### config.mk
export PLATFORM = sky130hd
export DESIGN_NAME = pn_div
export DESIGN_NICKNAME = d
export VERILOG_FILES = /design/src/rtl/core/pn_pkg.sv /design/src/rtl/core/pn_div.sv
export SDC_FILE = /design/constraint.sdc
export NUM_CORES = 1
export LEC_CHECK = 0
export BUFFER_PORTS_ARGS = -buffer_cell sky130_fd_sc_hd__buf_2
export CORE_UTILIZATION = 51
export CTS_BUF_LIST = sky130_fd_sc_hd__clkbuf_4
export DETAILED_ROUTE_END_ITERATION = 8
export HOLD_SLACK_MARGIN = 0.03
export PLACE_DENSITY = 0.78
export SYNTH_ARGS = -nofsm -noshare
export SYNTH_HDL_FRONTEND = slang
export SYNTH_SLANG_ARGS = --single-unit
### constraint.sdc
create_clock -name clk_i -period 2.52 [get_ports clk_i]
set_clock_uncertainty 0.15 [all_clocks]
set_input_delay 0.126 -clock clk_i [delete_from_list [all_inputs] [get_ports clk_i]]
set_output_delay 0.126 -clock clk_i [all_outputs]
set_load 0.005 [all_outputs]
### src/rtl/core/pn_pkg.sv
// shared types and constants of the peak normalizer
package pn_pkg;

  localparam int WINDOW_DEPTH = 1024;
  localparam int SAMPLE_WIDTH = 16;
  localparam int LEVEL_W      = 15;
  localparam int ADDR_W       = $clog2(WINDOW_DEPTH);
  localparam int CNT_W        = $clog2(WINDOW_DEPTH + 1);
  localparam int PEAK_W       = SAMPLE_WIDTH;
  localparam int DVD_W        = SAMPLE_WIDTH + LEVEL_W + 1;
  localparam int QDEPTH       = 2;
  localparam int QPTR_W       = $clog2(QDEPTH);
  localparam int QCNT_W       = $clog2(QDEPTH + 1);
  localparam int CFG_IDX_W    = 1;

  localparam logic [CFG_IDX_W-1:0] CFG_TARGET_LEVEL = 1'd0;
  localparam logic [CFG_IDX_W-1:0] CFG_MIN_PEAK     = 1'd1;

  localparam logic [LEVEL_W-1:0] TARGET_LEVEL_RST = 15'd29491;
  localparam logic [LEVEL_W-1:0] MIN_PEAK_RST     = 15'd369;

  typedef enum logic {
    REQ_LOAD = 1'b0,
    REQ_READ = 1'b1
  } req_e;

  typedef struct packed {
    req_e                            kind;
    logic signed [SAMPLE_WIDTH-1:0]  sample;
    logic                            last;
  } cmd_t;

  typedef struct packed {
    logic              start;
    logic [DVD_W-1:0]  dividend;
    logic [PEAK_W-1:0] divisor;
  } div_req_t;

  typedef struct packed {
    logic             done;
    logic [DVD_W-1:0] quotient;
  } div_rsp_t;

endpackage

### src/rtl/core/pn_div.sv
// bit-serial restoring divider, one quotient bit per cycle
module pn_div import pn_pkg::*; (
  input  logic     clk_i,
  input  logic     rst_ni,
  input  div_req_t req_i,
  output div_rsp_t rsp_o
);

  localparam int STEP_W = $clog2(DVD_W);

  logic              busy_q;
  logic              done_q;
  logic [STEP_W-1:0] step_q;
  logic [DVD_W-1:0]  dvd_q;
  logic [PEAK_W-1:0] rem_q;
  logic [PEAK_W-1:0] dsr_q;
  logic [PEAK_W:0]   shifted;
  logic [PEAK_W:0]   diff;
  logic              fits;

  // trial subtraction of one step
  assign shifted = {rem_q, dvd_q[DVD_W-1]};
  assign diff    = shifted - {1'b0, dsr_q};
  assign fits    = shifted >= {1'b0, dsr_q};

  always_ff @(posedge clk_i or negedge rst_ni) begin
    if (!rst_ni) begin
      busy_q <= 1'b0;
      done_q <= 1'b0;
      step_q <= '0;
    end else begin
      done_q <= 1'b0;
      if (req_i.start) begin
        busy_q <= 1'b1;
        step_q <= STEP_W'(DVD_W - 1);
      end else if (busy_q) begin
        step_q <= step_q - 1'b1;
        if (step_q == '0) begin
          busy_q <= 1'b0;
          done_q <= 1'b1;
        end
      end
    end
  end

  // datapath: dividend register fills with quotient bits
  always_ff @(posedge clk_i) begin
    if (req_i.start) begin
      dvd_q <= req_i.dividend;
      dsr_q <= req_i.divisor;
      rem_q <= '0;
    end else if (busy_q) begin
      dvd_q <= {dvd_q[DVD_W-2:0], fits};
      rem_q <= fits ? diff[PEAK_W-1:0] : shifted[PEAK_W-1:0];
    end
  end

  assign rsp_o.done     = done_q;
  assign rsp_o.quotient = dvd_q;

endmodule

==> flow_results.org <==
** Power
- IR analysis of the VDD net gives a maximum drop of about 380 uV.
- Overall power :: 2682 uW
- Ratio of total power to cell area :: roughly 500 mW/mm^2
- For this design the static power due to leakage is approximately 0.0023 uW.

** Place
- Routability-driven placement finished with a final weighted congestion of roughly 0.91.
- Placed instance area :: 0.004552 mm^2
- Port buffering added 83 buffers.
- Once detailed placement completed, the half-perimeter wirelength came to approximately 6300 um.

** Global routing
- Maximum number of pins on one net before global-route repair :: 33
- Summed over all layers, the global routing overflow is 0.
- The number of global-route vias before repair is approximately 3400.
- In the global route stage, overall resource usage came out at 0.2735.
- Wire length of the first global-routing pass :: 15970 um
- Antenna violations before repair :: 0

** Critical path
- The worst setup path is of the register to register kind.
- The worst setup path is launched from a register.
- On the critical path, the stage with the largest delay is an instance of sky130_fd_sc_hd__edfxtp_1.
- In this design, the stage delay of the slowest critical-path cell is between 0.3 and 0.4 ns.
- Series of cell instances along the critical path :: inv_1, ha_1, a211oi_2, and3_2, nor2_1, a221oi_4, buf_6, mux2i_2, a211oi_2
- Data arrival time of the worst path :: around 2.7 ns
- For the worst setup path, the data required time is 2.69 ns.
- The most numerous cell type found on the critical path is sky130_fd_sc_hd__a211oi_2.
- STA classifies the critical path endpoint as a register.
- In this run the worst path has a maximum fanout of 7.

** Logic synthesis
- The share of the Yosys chip area taken by registers is 0.4979.
- Unique masters post-synth :: 54
- Synthesized net count :: between 400 and 500
- Number of enable-type register cells in the synthesized netlist :: 48
- The synthesized design contains 71 register bits.
- Cells after synthesis :: ~350
- During synthesis, Yosys emitted a total of 0 warnings.
- Mapped cell area :: 0.003890 mm^2
- Mean Syn Cell Area :: 11.18 um^2
- Fraction of registers with async set/reset :: 0.09859
- Flip-flop cell with the highest count after synthesis :: sky130_fd_sc_hd__edfxtp_1

** Clock tree
- Clock latency at the later pin of the worst-skew pair :: about 0.44 ns
- Clock Tree Buf Depth :: 2
- Clock-pin slew was measured on the worst setup and hold paths at approximately 0.13 ns.
- Clock tree synthesis found a total of just over 70 sinks.
- The H-tree generated during clock tree synthesis spans 3 levels.
- CTS tree :: yes
- In this run the clock root is driven by a sky130_fd_sc_hd__clkbuf_4.
- The number of clock buffers added by TritonCTS is 9.

** Floorplan
- The die is 89.34 um wide.
- I/O pins :: 84
- The die covers between 0.007 and 0.008 mm^2.
- From bottom edge to top edge, the die measures slightly below 90 um.
- Floorplan core area :: about 0.0073 mm^2
- The initial utilization of the core area, before any placement, comes to 0.5306.
- The floorplan has 31 rows.

** Detailed routing
- The detailed router finished its first iteration with 230 violations.
- Detailed-router iteration count before antenna repair :: 6
- WL/cell :: 16.58 um
- Count of unresolved DRC violations after routing :: 0
- The routed layout has approximately 3400 vias.
- In the routed layout, each cell is associated on average with a via count of between 5 and 6.
- Final WL :: between 10000 and 15000 um
- In this run the remaining antenna-violating nets after routing total 0.

** STA
- Tmin final :: between 2 and 3 ns
- FMAX :: around 400 MHz
- Transition at the pin with the smallest max-transition slack :: between 0.4 and 0.5 ns
- Setup repair after global routing could not meet its margin everywhere.
- Relative slew slack :: 0.7090
- In the finished design, the share of the clock period the worst path needs comes to 0.9992.
- Number of pins with negative max-slew slack in the final report :: 0
- The number of endpoints with negative hold slack in the final report is 0.
- Setup violations remaining at the end of the flow were counted as 0.

** Finish
- Relative to the synthesized area, the layout overhead comes to 37.99%.
- Share of final-layout standard cells stronger than drive strength 1 :: 0.3679
- Number of filler instances in the final layout :: just under 500
- Diodes inserted :: 0
- For this run, the post-layout net count is ~580.
- Post-route cell area :: between 0.005 and 0.006 mm^2

** Run status
- The flow ran to the end, and the final reports show no timing, DRC or antenna violations.

** Job
- Total of max-cap violations :: 0

** Worst hold path
- HP Class :: primary input to register
==> stage by stage <==
step	hold WS, ns	util	worst slack (ns)	instances	setup TNS, ns
finish	0.2383	0.7322	0.002028	610	0
global route	0.2456	0.7322	-0.06245	610	-0.2057
CTS	0.2253	0.7168	0.00004041	610	0
detailed placement	-0.1788	0.6209	-0.06354	541	-0.2251
global placement	-0.1812	0.6209	0.05878	541	0
floorplan	-0.3196	-	0.03461	348	0
==> layout make-up <==
class | count | area [um^2] | share of cell area
Sequential cell | 71 | 1938 | 0.3611
Multi-Input combinational cell | 236 | 1913 | 0.3564
Timing Repair Buffer | 164 | 1159 | 0.2159
Tap cell | 99 | 123.9 | 0.02308
Inverter | 24 | 90.09 | 0.01678
Clock buffer | 10 | 75.07 | 0.01399
Clock inverter | 6 | 68.82 | 0.01282
==> Yosys cell counts (all sizes together) (6+ instances only) <==
cell,count,area (um^2)
edfxtp,48,1441
mux2,31,349.1
inv,24,90.09
nand2,22,82.58
ha,18,225.2
nor2,17,63.81
o21ai,17,85.08
dfxtp,16,320.3
a21oi,14,70.07
clkbuf,11,41.29
nand3,8,40.04
a21o,7,52.55
dfrtp,7,175.2
mux2i,7,70.07
nand2b,7,43.79
xnor2,7,61.31
xor2,7,61.31
a32oi,6,52.55
buf,6,46.28
nor3,6,30.03
==> cell families (layout without fill, tap and decap cells) <==
group	Yosys count	count (layout)	synth area share
flip-flops	71	71	0.4979
adder cells (fa/ha/maj)	19	19	0.06304
multiplexers	38	38	0.1078
buffers and inverters	41	204	0.04567
AO/OA/AOI/OAI	78	78	0.1386
AND/OR/NAND/NOR	87	87	0.1155
XOR/XNOR	14	14	0.03152
==> flip-flops by register name, indices dropped and copies added (netlist names) <==
name    count
dvd_q      32
dsr_q      16
rem_q      16
step_q      5
busy_q      1
done_q      1
==> timing repair <==
| action | in CTS | in global routing |
|---|---|---|
| hold endpoints to repair | 61 | 0 |
| pin swaps | 3 | 9 |
| endpoints found under the setup margin | 8 | 15 |
| gates cloned | 1 | 0 |
| setup buffers | 1 | 1 |
| hold buffers | 51 | 0 |
| gates resized for setup | 5 | 26 |
==> worst max-delay path: cells and delay by family (launching register included) <==
kind	cells	cell delay [ns]
muxes	1	0.24
and+or+nand+nor	2	0.40
adders and majority gates	1	0.24
AOI/OAI and AO/OA	3	0.73
DFF	1	0.38
buffers and inverters	2	0.27
==> placed cells by master, fill, tap and decap left out, types with 10 or more instances in the layout <==
| cell | Yosys | routed |
|---|---|---|
| sky130_fd_sc_hd__inv_1 | 24 | 22 |
| sky130_fd_sc_hd__nand2_1 | 22 | 22 |
| sky130_fd_sc_hd__buf_2 | 1 | 83 |
| sky130_fd_sc_hd__dfxtp_1 | 16 | 15 |
| sky130_fd_sc_hd__ha_1 | 18 | 14 |
| sky130_fd_sc_hd__buf_4 | 2 | 28 |
| sky130_fd_sc_hd__nor2_1 | 17 | 17 |
| sky130_fd_sc_hd__a21oi_1 | 14 | 10 |
| sky130_fd_sc_hd__edfxtp_1 | 48 | 48 |
| sky130_fd_sc_hd__o21ai_0 | 17 | 15 |
| sky130_fd_sc_hd__dlygate4sd3_1 | 0 | 51 |
| sky130_fd_sc_hd__clkbuf_4 | 0 | 10 |
| sky130_fd_sc_hd__mux2_2 | 31 | 31 |
==> report_power, final <==
group / switching, uW / internal [uW]
clock network: 444 / 318
registers: 50.1 / 1340
logic: 243 / 287
total: 737 / 1940
==> final timing paths <==
check	startpoint	end	slack [ns]	depth (start not counted)
max in group asynchronous	rst_ni	done_q	1.50	3
min in group asynchronous	rst_ni	step_q[0]	0.48	3
worst max register to register	dsr_q[15]	rem_q[6]	0.002	9
worst min-delay path	req_i[10]	dsr_q[10]	0.24	2
worst min register to register	rem_q[9]	rem_q[9]	0.37	2
worst max-delay path	dsr_q[15]	rem_q[6]	0.002	9
==> per-layer routing <==
metal  global-route usage  share of wire
met3              0.06464          0.063
met2               0.4879           0.51
met5                    0              0
met1               0.3067           0.39
met4               0.1342          0.034
Note: power is estimated with default switching activity, not from simulation.
