### src/rtl/core/pn_pkg.sv
// shared types and constants of the peak normalizer
package pn_pkg;

  localparam int WINDOW_DEPTH = 1024;
  localparam int SAMPLE_WIDTH = 16;
  localparam int LEVEL_W      = 15;
  localparam int ADDR_W       = $clog2(WINDOW_DEPTH);
  localparam int CNT_W        = $clog2(WINDOW_DEPTH + 1);
  localparam int PEAK_W       = SAMPLE_WIDTH;
  localparam int DVD_W        = SAMPLE_WIDTH + LEVEL_W + 1;
  localparam int QDEPTH       = 2;
  localparam int QPTR_W       = $clog2(QDEPTH);
  localparam int QCNT_W       = $clog2(QDEPTH + 1);
  localparam int CFG_IDX_W    = 1;

  localparam logic [CFG_IDX_W-1:0] CFG_TARGET_LEVEL = 1'd0;
  localparam logic [CFG_IDX_W-1:0] CFG_MIN_PEAK     = 1'd1;

  localparam logic [LEVEL_W-1:0] TARGET_LEVEL_RST = 15'd29491;
  localparam logic [LEVEL_W-1:0] MIN_PEAK_RST     = 15'd369;

  typedef enum logic {
    REQ_LOAD = 1'b0,
    REQ_READ = 1'b1
  } req_e;

  typedef struct packed {
    req_e                            kind;
    logic signed [SAMPLE_WIDTH-1:0]  sample;
    logic                            last;
  } cmd_t;

  typedef struct packed {
    logic              start;
    logic [DVD_W-1:0]  dividend;
    logic [PEAK_W-1:0] divisor;
  } div_req_t;

  typedef struct packed {
    logic             done;
    logic [DVD_W-1:0] quotient;
  } div_rsp_t;

endpackage

### src/rtl/core/pn_front.sv
// front end: accepts request beats, classifies them and queues them
module pn_front import pn_pkg::*; (
  input  logic                           clk_i,
  input  logic                           rst_ni,
  input  logic                           in_valid_i,
  output logic                           in_ready_o,
  input  logic                           req_type_i,
  input  logic signed [SAMPLE_WIDTH-1:0] sample_value_i,
  input  logic                           last_sample_i,
  output logic                           cmd_valid_o,
  output cmd_t                           cmd_o,
  input  logic                           cmd_pop_i
);

  cmd_t              queue_q [QDEPTH];
  logic [QPTR_W-1:0] wr_ptr_q, wr_ptr_d;
  logic [QPTR_W-1:0] rd_ptr_q, rd_ptr_d;
  logic [QCNT_W-1:0] cnt_q, cnt_d;
  logic              push, pop;
  cmd_t              cmd_in;

  // decode the request beat
  always_comb begin
    cmd_in.kind   = req_e'(req_type_i);
    cmd_in.sample = sample_value_i;
    cmd_in.last   = last_sample_i;
  end

  assign in_ready_o  = cnt_q != QCNT_W'(QDEPTH);
  assign cmd_valid_o = cnt_q != '0;
  assign cmd_o       = queue_q[rd_ptr_q];
  assign push        = in_valid_i && in_ready_o;
  assign pop         = cmd_pop_i && cmd_valid_o;

  // pointer and fill count update
  always_comb begin
    wr_ptr_d = wr_ptr_q;
    rd_ptr_d = rd_ptr_q;
    cnt_d    = cnt_q;
    if (push) begin
      wr_ptr_d = (wr_ptr_q == QPTR_W'(QDEPTH - 1)) ? '0 : wr_ptr_q + 1'b1;
    end
    if (pop) begin
      rd_ptr_d = (rd_ptr_q == QPTR_W'(QDEPTH - 1)) ? '0 : rd_ptr_q + 1'b1;
    end
    if (push && !pop) begin
      cnt_d = cnt_q + 1'b1;
    end else if (pop && !push) begin
      cnt_d = cnt_q - 1'b1;
    end
  end

  always_ff @(posedge clk_i or negedge rst_ni) begin
    if (!rst_ni) begin
      wr_ptr_q <= '0;
      rd_ptr_q <= '0;
      cnt_q    <= '0;
    end else begin
      wr_ptr_q <= wr_ptr_d;
      rd_ptr_q <= rd_ptr_d;
      cnt_q    <= cnt_d;
    end
  end

  // queue storage
  always_ff @(posedge clk_i) begin
    if (push) begin
      queue_q[wr_ptr_q] <= cmd_in;
    end
  end

endmodule

### config.mk
export PLATFORM = sky130hd
export DESIGN_NAME = pn_front
export DESIGN_NICKNAME = d
export VERILOG_FILES = /design/src/rtl/core/pn_pkg.sv /design/src/rtl/core/pn_front.sv
export SDC_FILE = /design/constraint.sdc
export NUM_CORES = 1
export LEC_CHECK = 0
export ABC_AREA = 1
export BUFFER_PORTS_ARGS = -buffer_cell sky130_fd_sc_hd__buf_2
export CORE_MARGIN = 2
export CORE_UTILIZATION = 51
export CTS_CLUSTER_DIAMETER = 30
export CTS_CLUSTER_SIZE = 24
export DETAILED_ROUTE_END_ITERATION = 12
export HOLD_SLACK_MARGIN = 0.03
export PLACE_DENSITY = 0.78
export SLEW_MARGIN = 0
export SYNTH_ARGS = -nofsm -noshare
export SYNTH_HDL_FRONTEND = slang
export SYNTH_SLANG_ARGS = --single-unit
### constraint.sdc
create_clock -name clk_i -period 2 [get_ports clk_i]
set_input_delay 0.3 -clock clk_i [delete_from_list [all_inputs] [get_ports clk_i]]
set_output_delay 0.3 -clock clk_i [all_outputs]
set_load 0.005 [all_outputs]
==> impl_metrics.tcl, run 1 <==
set metrics [dict create \
    synth_commonest_cells "60 x nand2_1, 36 x edfxtp_1, 4 x dfrtp_1, 4 x inv_1, 3 x inv_2" \
    min_path_cells 1 \
    num_vias 990 \
    dr.pass1.iters 4 \
    synth_most_common_cell "nand2_1" \
    fin_setup_tns_ns 0 \
    clkTransAtPathRegs_ns 0.10 \
    status "completed" \
    cp.required_ns 1.70 \
    fin_crit_ns 1.56 \
    chipWidth_um 59.4 \
    relSlewSlack 0.785 \
    cts_buffers 5 \
    clock-sinks 40 \
    synth.yosys.warnings 0 \
    met3_usage 0.0568 \
    fin_util 0.624 \
    seq_power_share 0.495 \
    cts_resized 0 \
    startpoint "rd_ptr_q" \
    power_frac_clock 0.147 \
    routed_wl_mm 2.50 \
    globalRoute.busiestLayer "met2" \
    startpoint_type "flop" \
    place_ws_ns 0.611 \
    antenna_left 0 \
    fin_skew_ns 0.0118 \
    cell_internal_pwr_mw 1.63 \
    p_leak_nw 0.844 \
    hold_class "primary input to flop" \
    portBuffers 41 \
    grtUsageMet2 0.265 \
    synthTopCellsByArea "edfxtp_1 69%, nand2_1 14%, dfrtp_1 6.4%" \
    synth_seq_cells 40 \
    finalCritPeriodShare 0.780 \
    die_area_um2 3530 \
    rows 20 \
    syn_nets 145 \
    p_per_area_nw_per_um2 1330 \
    antenna-diode-count 0 \
    first_iter_violations 31 \
    end_kind "primary output" \
    max_freq_ghz 0.641 \
    rsz0062_at_grt "no" \
    max_cap_viol_count 0 \
    holdWs_ns 0.152 \
    critPathMaxFanout 19 \
    areaGrowthSynthToFinish_pct 18.5 \
    synthesis.area_um2 1570 \
    synth-edff-count 36 \
    crit_arrival_ns 1.26 \
    num-nets-final 194 \
    drive_gt1_frac 0.331 \
    grt_pass1_vias 958 \
    crit_type "flop to primary output" \
    die_h_um 59.4 \
    hold_violations 0 \
    clock_path_buffers 2 \
    grt_overflow 0 \
    p_switching_mw 0.843 \
    core_um2 2980 \
    grt_start_max_net_pins 20 \
    synth.avg_cell_area_um2 12.8 \
    dp_hpwl_mm 1.71 \
    synthDistinctLibCells 15 \
    p_sw_frac 0.341 \
    pwr-share-comb 0.358 \
    routabilityCongestion 0.726 \
    drc 0 \
    hold_start "sample_value_i[2]" \
    finalMaxSlewViolations 0 \
    grt_use_total 0.158 \
    synth_ff_type "edfxtp_1" \
    grt_pass1_wl_mm 3.97 \
    yosysTopAreaCell "edfxtp_1" \
    cts_tree "built" \
    ir_worst_vdd_mv 0.703 \
    initial_core_util 0.526 \
    worst_pin_slew_ns 0.322 \
    viasPerCell 4.83 \
    async_flop_share 0.100 \
    root_buffer "clkbuf_4" \
    r2r_cells 9 \
    r2r-start "cnt_q[0]" \
    wl_per_cell_um 12.2 \
    seq_area_frac_synth 0.754 \
    synth_top_area_share 0.690 \
    setup_viol 0 \
    synthCells 122 \
    antenna_found_initial 0 \
    total_power_mw 2.47 \
    clock_latency_ns 0.33 \
    gr-usage-met1 0.192 \
    htree_levels 2 \
    worst_slack_ns 0.440 \
    num_io_pins 42 \
]
## critical path: stages (launching register included)
cell and delay [ns]:
dfrtp_1 0.40, inv_2 0.26, nand2_1 0.08, nand2_1 0.08
buf_2 0.11
## cells by family after synthesis
family / after synthesis / share of synthesized area
xor gates and xnor gates: 2 / 0.0160
adders and majority gates: 1 / 0.00799
buffers and inverters: 10 / 0.0407
DFF: 40 / 0.754
and+or+nand+nor: 69 / 0.181
## final timing paths
path,to,slack (ns)
setup / recovery,cmd_o[6],0.44
hold / removal,queue_q[1][3],0.15
setup reg to reg,cnt_q[1],0.58
hold reg to reg,cnt_q[0],0.54
max in group asynchronous,wr_ptr_q,1.57
min in group asynchronous,cnt_q[1],0.29
## registers in the layout, indices dropped and copies added (netlist names)
name      count
cnt_q         2
queue_q      36
rd_ptr_q      1
wr_ptr_q      1
## area by class of cell
class                   instances  area, um^2
flip-flops and latches         40        1180
fillers                       239        1120
multi-input cells              72         322
repair buffers                 45         238
clock buffers                   7        45.0
well taps                      33        41.3
inverters                       7        26.3
clock inverters                 1        3.75
## stage by stage
stage	instances	cell area (um^2)
detailed placement	196	1800
finish	205	1860
CTS	205	1860
global route	205	1860
floorplan	122	1570
global placement	196	1800
## repair_timing
action	in CTS	in global routing
hold buffers	1	0
buffers inserted	0	0
endpoints found under the hold margin	4	0
## per-layer routing
layer / part of all wire / wire length [um]
met5: 0 / 0
met4: 0.010 / 25
met3: 0.068 / 169
met2: 0.50 / 1250
met1: 0.42 / 1060
## power groups by stage
stage | Clock (mW) | Sequential [mW] | Combinational [mW]
final | 0.364 | 1.22 | 0.886
after detailed placement | 0 | 1.24 | 0.899
after CTS | 0.377 | 1.22 | 0.904
after floorplan | 0 | 1.23 | 0.596
after global routing | 0.408 | 1.24 | 1.00
after global placement | 0 | 1.23 | 0.875
## cells in the final DEF, fill, tap and decap left out
cell,count
buf_2,41
buf_4,3
clkbuf_1,2
clkbuf_4,5
clkinv_1,1
dfrtp_1,4
dlygate4sd3_1,1
edfxtp_1,36
ha_1,1
inv_1,4
inv_2,3
nand2_1,60
nand2_2,2
nand2_4,2
nand3_1,2
nand4_1,1
nor2_1,2
xnor2_1,1
xor2_2,1
No activity file was read; power rests on OpenSTA's default activity.
==> run 2: changes to the inputs <==
--- a/config.mk
+++ b/config.mk
@@ -8,12 +8,12 @@
 export ABC_AREA = 1
 export BUFFER_PORTS_ARGS = -buffer_cell sky130_fd_sc_hd__buf_2
 export CORE_MARGIN = 2
-export CORE_UTILIZATION = 51
+export CORE_UTILIZATION = 46
 export CTS_CLUSTER_DIAMETER = 30
 export CTS_CLUSTER_SIZE = 24
 export DETAILED_ROUTE_END_ITERATION = 12
 export HOLD_SLACK_MARGIN = 0.03
-export PLACE_DENSITY = 0.78
+export PLACE_DENSITY = 0.74
 export SLEW_MARGIN = 0
 export SYNTH_ARGS = -nofsm -noshare
 export SYNTH_HDL_FRONTEND = slang
==> constraint.sdc (replaced) <==
create_clock -name clk_i -period 1.3 [get_ports clk_i]
set_input_delay 0.195 -clock clk_i [delete_from_list [all_inputs] [get_ports clk_i]]
set_output_delay 0.195 -clock clk_i [all_outputs]
set_load 0.005 [all_outputs]
==> impl_metrics.tcl, run 2 (synthesized netlist as in run 1, its figures left out) <==
set metrics [dict create \
    grt_use_total 0.176 \
    core_um2 3310 \
    min_path_cells 3 \
    areaGrowthSynthToFinish_pct 48.8 \
    holdWs_ns 0.121 \
    cts_tree "built" \
    viasPerCell 4.56 \
    drc 0 \
    grt_pass1_wl_mm 5.15 \
    htree_levels 2 \
    antenna_left 0 \
    total_power_mw 4.88 \
    p_per_area_nw_per_um2 2090 \
    clock-sinks 40 \
    worst_slack_ns -0.162 \
    drive_gt1_frac 0.415 \
    register_area_um2 1180 \
    r2r_cells 9 \
    ir_worst_vdd_mv 1.27 \
    portBuffers 41 \
    hold_violations 0 \
    initial_core_util 0.473 \
    clock_path_buffers 2 \
    root_buffer "clkbuf_4" \
    reg_top3 "queue_q: 36 flops, cnt_q: 2 flops" \
    finalCritPeriodShare 1.12 \
    hold_class "primary input to flop" \
    antenna-diode-count 0 \
    cts_buffers 5 \
    largest_reg_flops 36 \
    num_io_pins 42 \
    antenna_found_initial 0 \
    num-nets-final 229 \
    end_kind "primary output" \
    fin_skew_ns 0.00614 \
    mostFrequentLayoutCells "58 x nand2_1, 39 x buf_2, 36 x edfxtp_1" \
    num_vias 1153 \
    status "finished with violations" \
    clkTransAtPathRegs_ns 0.12 \
    grt_overflow 0 \
    wl_per_cell_um 12.6 \
    fin_crit_ns 1.46 \
    finalMaxSlewViolations 0 \
    chipWidth_um 62.4 \
    grt_start_max_net_pins 20 \
    fin_setup_tns_ns -2.43 \
    routed_wl_mm 3.19 \
    failed_checks "setup timing" \
    first_iter_violations 33 \
    relSlewSlack 0.879 \
    dr.pass1.iters 4 \
    max_freq_ghz 0.684 \
    max_cap_viol_count 0 \
    rows 21 \
    crit_type "flop to primary output" \
    final_common_cell "nand2_1" \
    clock_latency_ns 0.35 \
    fill_cells 255 \
    worst_pin_slew_ns 0.181 \
    die_h_um 62.4 \
    crit_arrival_ns 1.27 \
    p_leak_nw 1.04 \
    dp_hpwl_mm 1.83 \
    cp.required_ns 1.11 \
    rsz0062_at_grt "yes" \
    multiInputGateArea_um2 364 \
    grt_pass1_vias 1113 \
    setup_viol 29 \
    critPathMaxFanout 19 \
    top_register "queue_q" \
    die_area_um2 3890 \
    startpoint_type "flop" \
    routabilityCongestion 0.656 \
]
-- run 2: final timing paths --
kind,end,slack [ns],start
max in group asynchronous,cnt_q[1],1.00,rst_ni
worst min register to register,cnt_q[1],0.66,cnt_q[1]
min in group asynchronous,cnt_q[1],0.16,rst_ni
worst max register to register,cnt_q[1],-0.03,cnt_q[0]
worst max-delay path,cmd_o[0],-0.16,rd_ptr_q
worst min-delay path,rd_ptr_q,0.12,cmd_pop_i
-- run 2: what timing repair did --
action,4_1_cts,5_1_grt
cloned,0,0
endpoints found under the hold margin,39,0
hold buffers,19,0
gates resized for setup,7,11
endpoints found under the setup margin,20,39
buffers inserted,9,6
pin swaps,2,6
-- run 2: per-layer routing --
| metal | vias to the layer above | global-route usage | part of all wire | wire length, um |
|---|---|---|---|---|
| li1 | 565 | - | - | - |
| met1 | 542 | 0.212 | 0.41 | 1300 |
| met2 | 42 | 0.300 | 0.52 | 1650 |
| met3 | 4 | 0.0580 | 0.067 | 213 |
| met4 | 0 | 0.0583 | 0.010 | 33 |
| met5 | - | 0 | 0 | 0 |
-- run 2: cell type report --
type,instances,area share
Multi-Input combinational cell,72,0.156
Inverter,7,0.0123
Clock inverter,3,0.0199
Timing Repair Buffer,80,0.264
Sequential cell,40,0.507
Clock buffer,5,0.0161
Tap cell,46,0.0247
-- run 2: critical path, stage by stage, from the launching register on --
cell	delay [ns]
dfrtp_1	0.44
buf_8	0.19
nand2_1	0.09
nand2_1	0.08
buf_2	0.11
-- run 2: power breakdown --
group	internal (mW)	switching, mW
Sequential	1.77	0.126
Combinational	1.07	1.08
Clock	0.411	0.422
-- run 2: metrics by stage --
step | area (um^2) | setup slack [ns] | cells | utilization
finish | 2330 | -0.162 | 253 | 0.704
global route | 2330 | -0.252 | 253 | 0.704
CTS | 2240 | -0.150 | 247 | 0.678
detailed placement | 1860 | -0.0690 | 211 | 0.562
global placement | 1860 | 0.00840 | 211 | 0.562
floorplan | 1570 | -0.151 | 122 | -
==> run 3: changes to the inputs <==
==> constraint.sdc (replaced) <==
create_clock -name clk_i -period 1.28 [get_ports clk_i]
set_input_delay 0.192 -clock clk_i [delete_from_list [all_inputs] [get_ports clk_i]]
set_output_delay 0.192 -clock clk_i [all_outputs]
set_load 0.005 [all_outputs]
==> impl_metrics.tcl, run 3 (synthesized netlist as in run 1, its figures left out) <==
set metrics [dict create \
    status "finished with violations" \
    failed_checks "setup timing" \
    wl_per_cell_um 12.7 \
    rsz0062_at_grt "yes" \
    num_vias 1103 \
    setup_viol 55 \
    cts_buffers 5 \
    clock_latency_ns 0.35 \
    pwr-share-comb 0.434 \
    htree_levels 2 \
    end_kind "primary output" \
    grt_use_total 0.165 \
    dr.pass1.iters 4 \
    portBuffers 41 \
    clock_path_buffers 2 \
    crit_chain "buf_8, nand2_1, nand2_1, buf_2" \
    final_common_cell "nand2_1" \
    routed_wl_mm 3.13 \
    route.met3.wl_um 187 \
    worst_slack_ns -0.148 \
    num-nets-final 222 \
    grt_start_max_net_pins 20 \
    top_layer "met4" \
    total_power_mw 4.50 \
    critPathMaxFanout 19 \
    drc 0 \
    max_freq_ghz 0.700 \
    startpoint_type "flop" \
    clock-sinks 40 \
    core_um2 3310 \
    rrSetupSlack_ns -0.05 \
    p_leak_nw 1.00 \
    fin_setup_tns_ns -3.09 \
    power_frac_clock 0.137 \
    p_sw_frac 0.351 \
    crit_arrival_ns 1.24 \
    hold_class "primary input to flop" \
    fin_skew_ns 0.00508 \
    fin_crit_ns 1.43 \
    num_io_pins 42 \
    die_area_um2 3890 \
    areaGrowthSynthToFinish_pct 43.0 \
    first_iter_violations 24 \
    crit_type "flop to primary output" \
    grt_overflow 0 \
    top_register "queue_q" \
    cp_slowest_cell "dfrtp_2" \
    r2r-start "cnt_q[1]" \
    worst_pin_slew_ns 0.175 \
    r2r_end "queue_q[1][7]" \
    rows 21 \
    instances_no_fill 246 \
    root_buffer "clkbuf_4" \
    cts_tree "built" \
    hold_violations 0 \
    max_cap_viol_count 0 \
    die_h_um 62.4 \
    antenna_found_initial 0 \
    max_stage_delay_ns 0.46 \
    initial_core_util 0.473 \
    dp_hpwl_mm 1.85 \
    dr_wl_met2_mm 1.54 \
    ir_worst_vdd_mv 1.21 \
    finalCritPeriodShare 1.12 \
    antenna-diode-count 0 \
    reg_top3 "queue_q: 36 flops, cnt_q: 2 flops" \
    clkTransAtPathRegs_ns 0.11 \
    relSlewSlack 0.883 \
    hold_start "cmd_pop_i" \
    dp_cells 212 \
    largest_reg_flops 36 \
    met1_length_mm 1.37 \
    fill_cells 275 \
    routabilityCongestion 0.671 \
    r2r_cells 5 \
    chipWidth_um 62.4 \
    cp_common_cell "nand2_1" \
    p_per_area_nw_per_um2 2010 \
    grt_pass1_wl_mm 4.84 \
    mostFrequentLayoutCells "60 x nand2_1, 39 x buf_2, 36 x edfxtp_1" \
    cell_internal_pwr_mw 2.92 \
    seq_power_share 0.430 \
    finalMaxSlewViolations 0 \
    antenna_left 0 \
    viasPerCell 4.48 \
    p_switching_mw 1.58 \
    min_path_cells 3 \
    holdWs_ns 0.137 \
    drive_gt1_frac 0.385 \
    whs_endpoint "rd_ptr_q" \
    cp.required_ns 1.09 \
    grt_pass1_vias 1073 \
]
## run 3: power by group through the flow
| stage | clock network, mW | registers, mW | logic [mW] |
|---|---|---|---|
| 3_3_place_gp | 0 | 1.92 | 1.49 |
| 4_1_cts | 0.631 | 1.92 | 1.74 |
| 5_1_grt | 0.684 | 1.97 | 2.13 |
| 6_report | 0.616 | 1.93 | 1.95 |
| 2_1_floorplan | 0 | 1.92 | 0.942 |
| 3_5_place_dp | 0 | 1.93 | 1.54 |
## run 3: stage by stage
step | util | worst slack, ns | area (um^2)
after CTS | 0.650 | -0.158 | 2150
after global placement | 0.560 | -0.00918 | 1850
final | 0.676 | -0.148 | 2240
after global routing | 0.676 | -0.227 | 2240
after detailed placement | 0.560 | -0.0946 | 1850
after floorplan | - | -0.171 | 1570
## run 3: layer usage
layer | GRT usage | up-vias
met1 | 0.199 | 501
met5 | 0 | -
met4 | 0.0889 | 0
li1 | - | 555
met2 | 0.273 | 42
met3 | 0.0435 | 5
## run 3: cell type report
class / instances / area (um^2) / area share
sequential: 40 / 1180 / 0.528
timing repair buffer: 73 / 548 / 0.245
multi-input combinational: 72 / 364 / 0.163
tap: 46 / 57.6 / 0.0257
clock buffer: 5 / 37.5 / 0.0168
inverter: 7 / 31.3 / 0.0140
clock inverter: 3 / 18.8 / 0.00838
## run 3: critical path: cells and delay by family, from the launching register on
family / cells / cell delay [ns]
simple gates: 2 / 0.13
buf+inv: 2 / 0.29
flops: 1 / 0.46
## run 3: timing repair
action | in CTS | in global routing
hold endpoints to repair | 38 | 1
setup endpoints to repair | 20 | 57
buffers inserted | 3 | 2
resized for setup | 7 | 16
gates cloned | 0 | 2
pin swaps | 7 | 2
hold buffers | 18 | 1
## run 3: worst max path at each step
stage,cells past startpoint,end,start
global route,4,cmd_o[16],rd_ptr_q
global placement,9,cnt_q[1],cnt_q[0]
finish,4,cmd_o[17],rd_ptr_q
CTS,4,cmd_o[2],rd_ptr_q
floorplan,4,queue_q[0][0],cnt_q[0]
detailed placement,9,cnt_q[1],cnt_q[0]
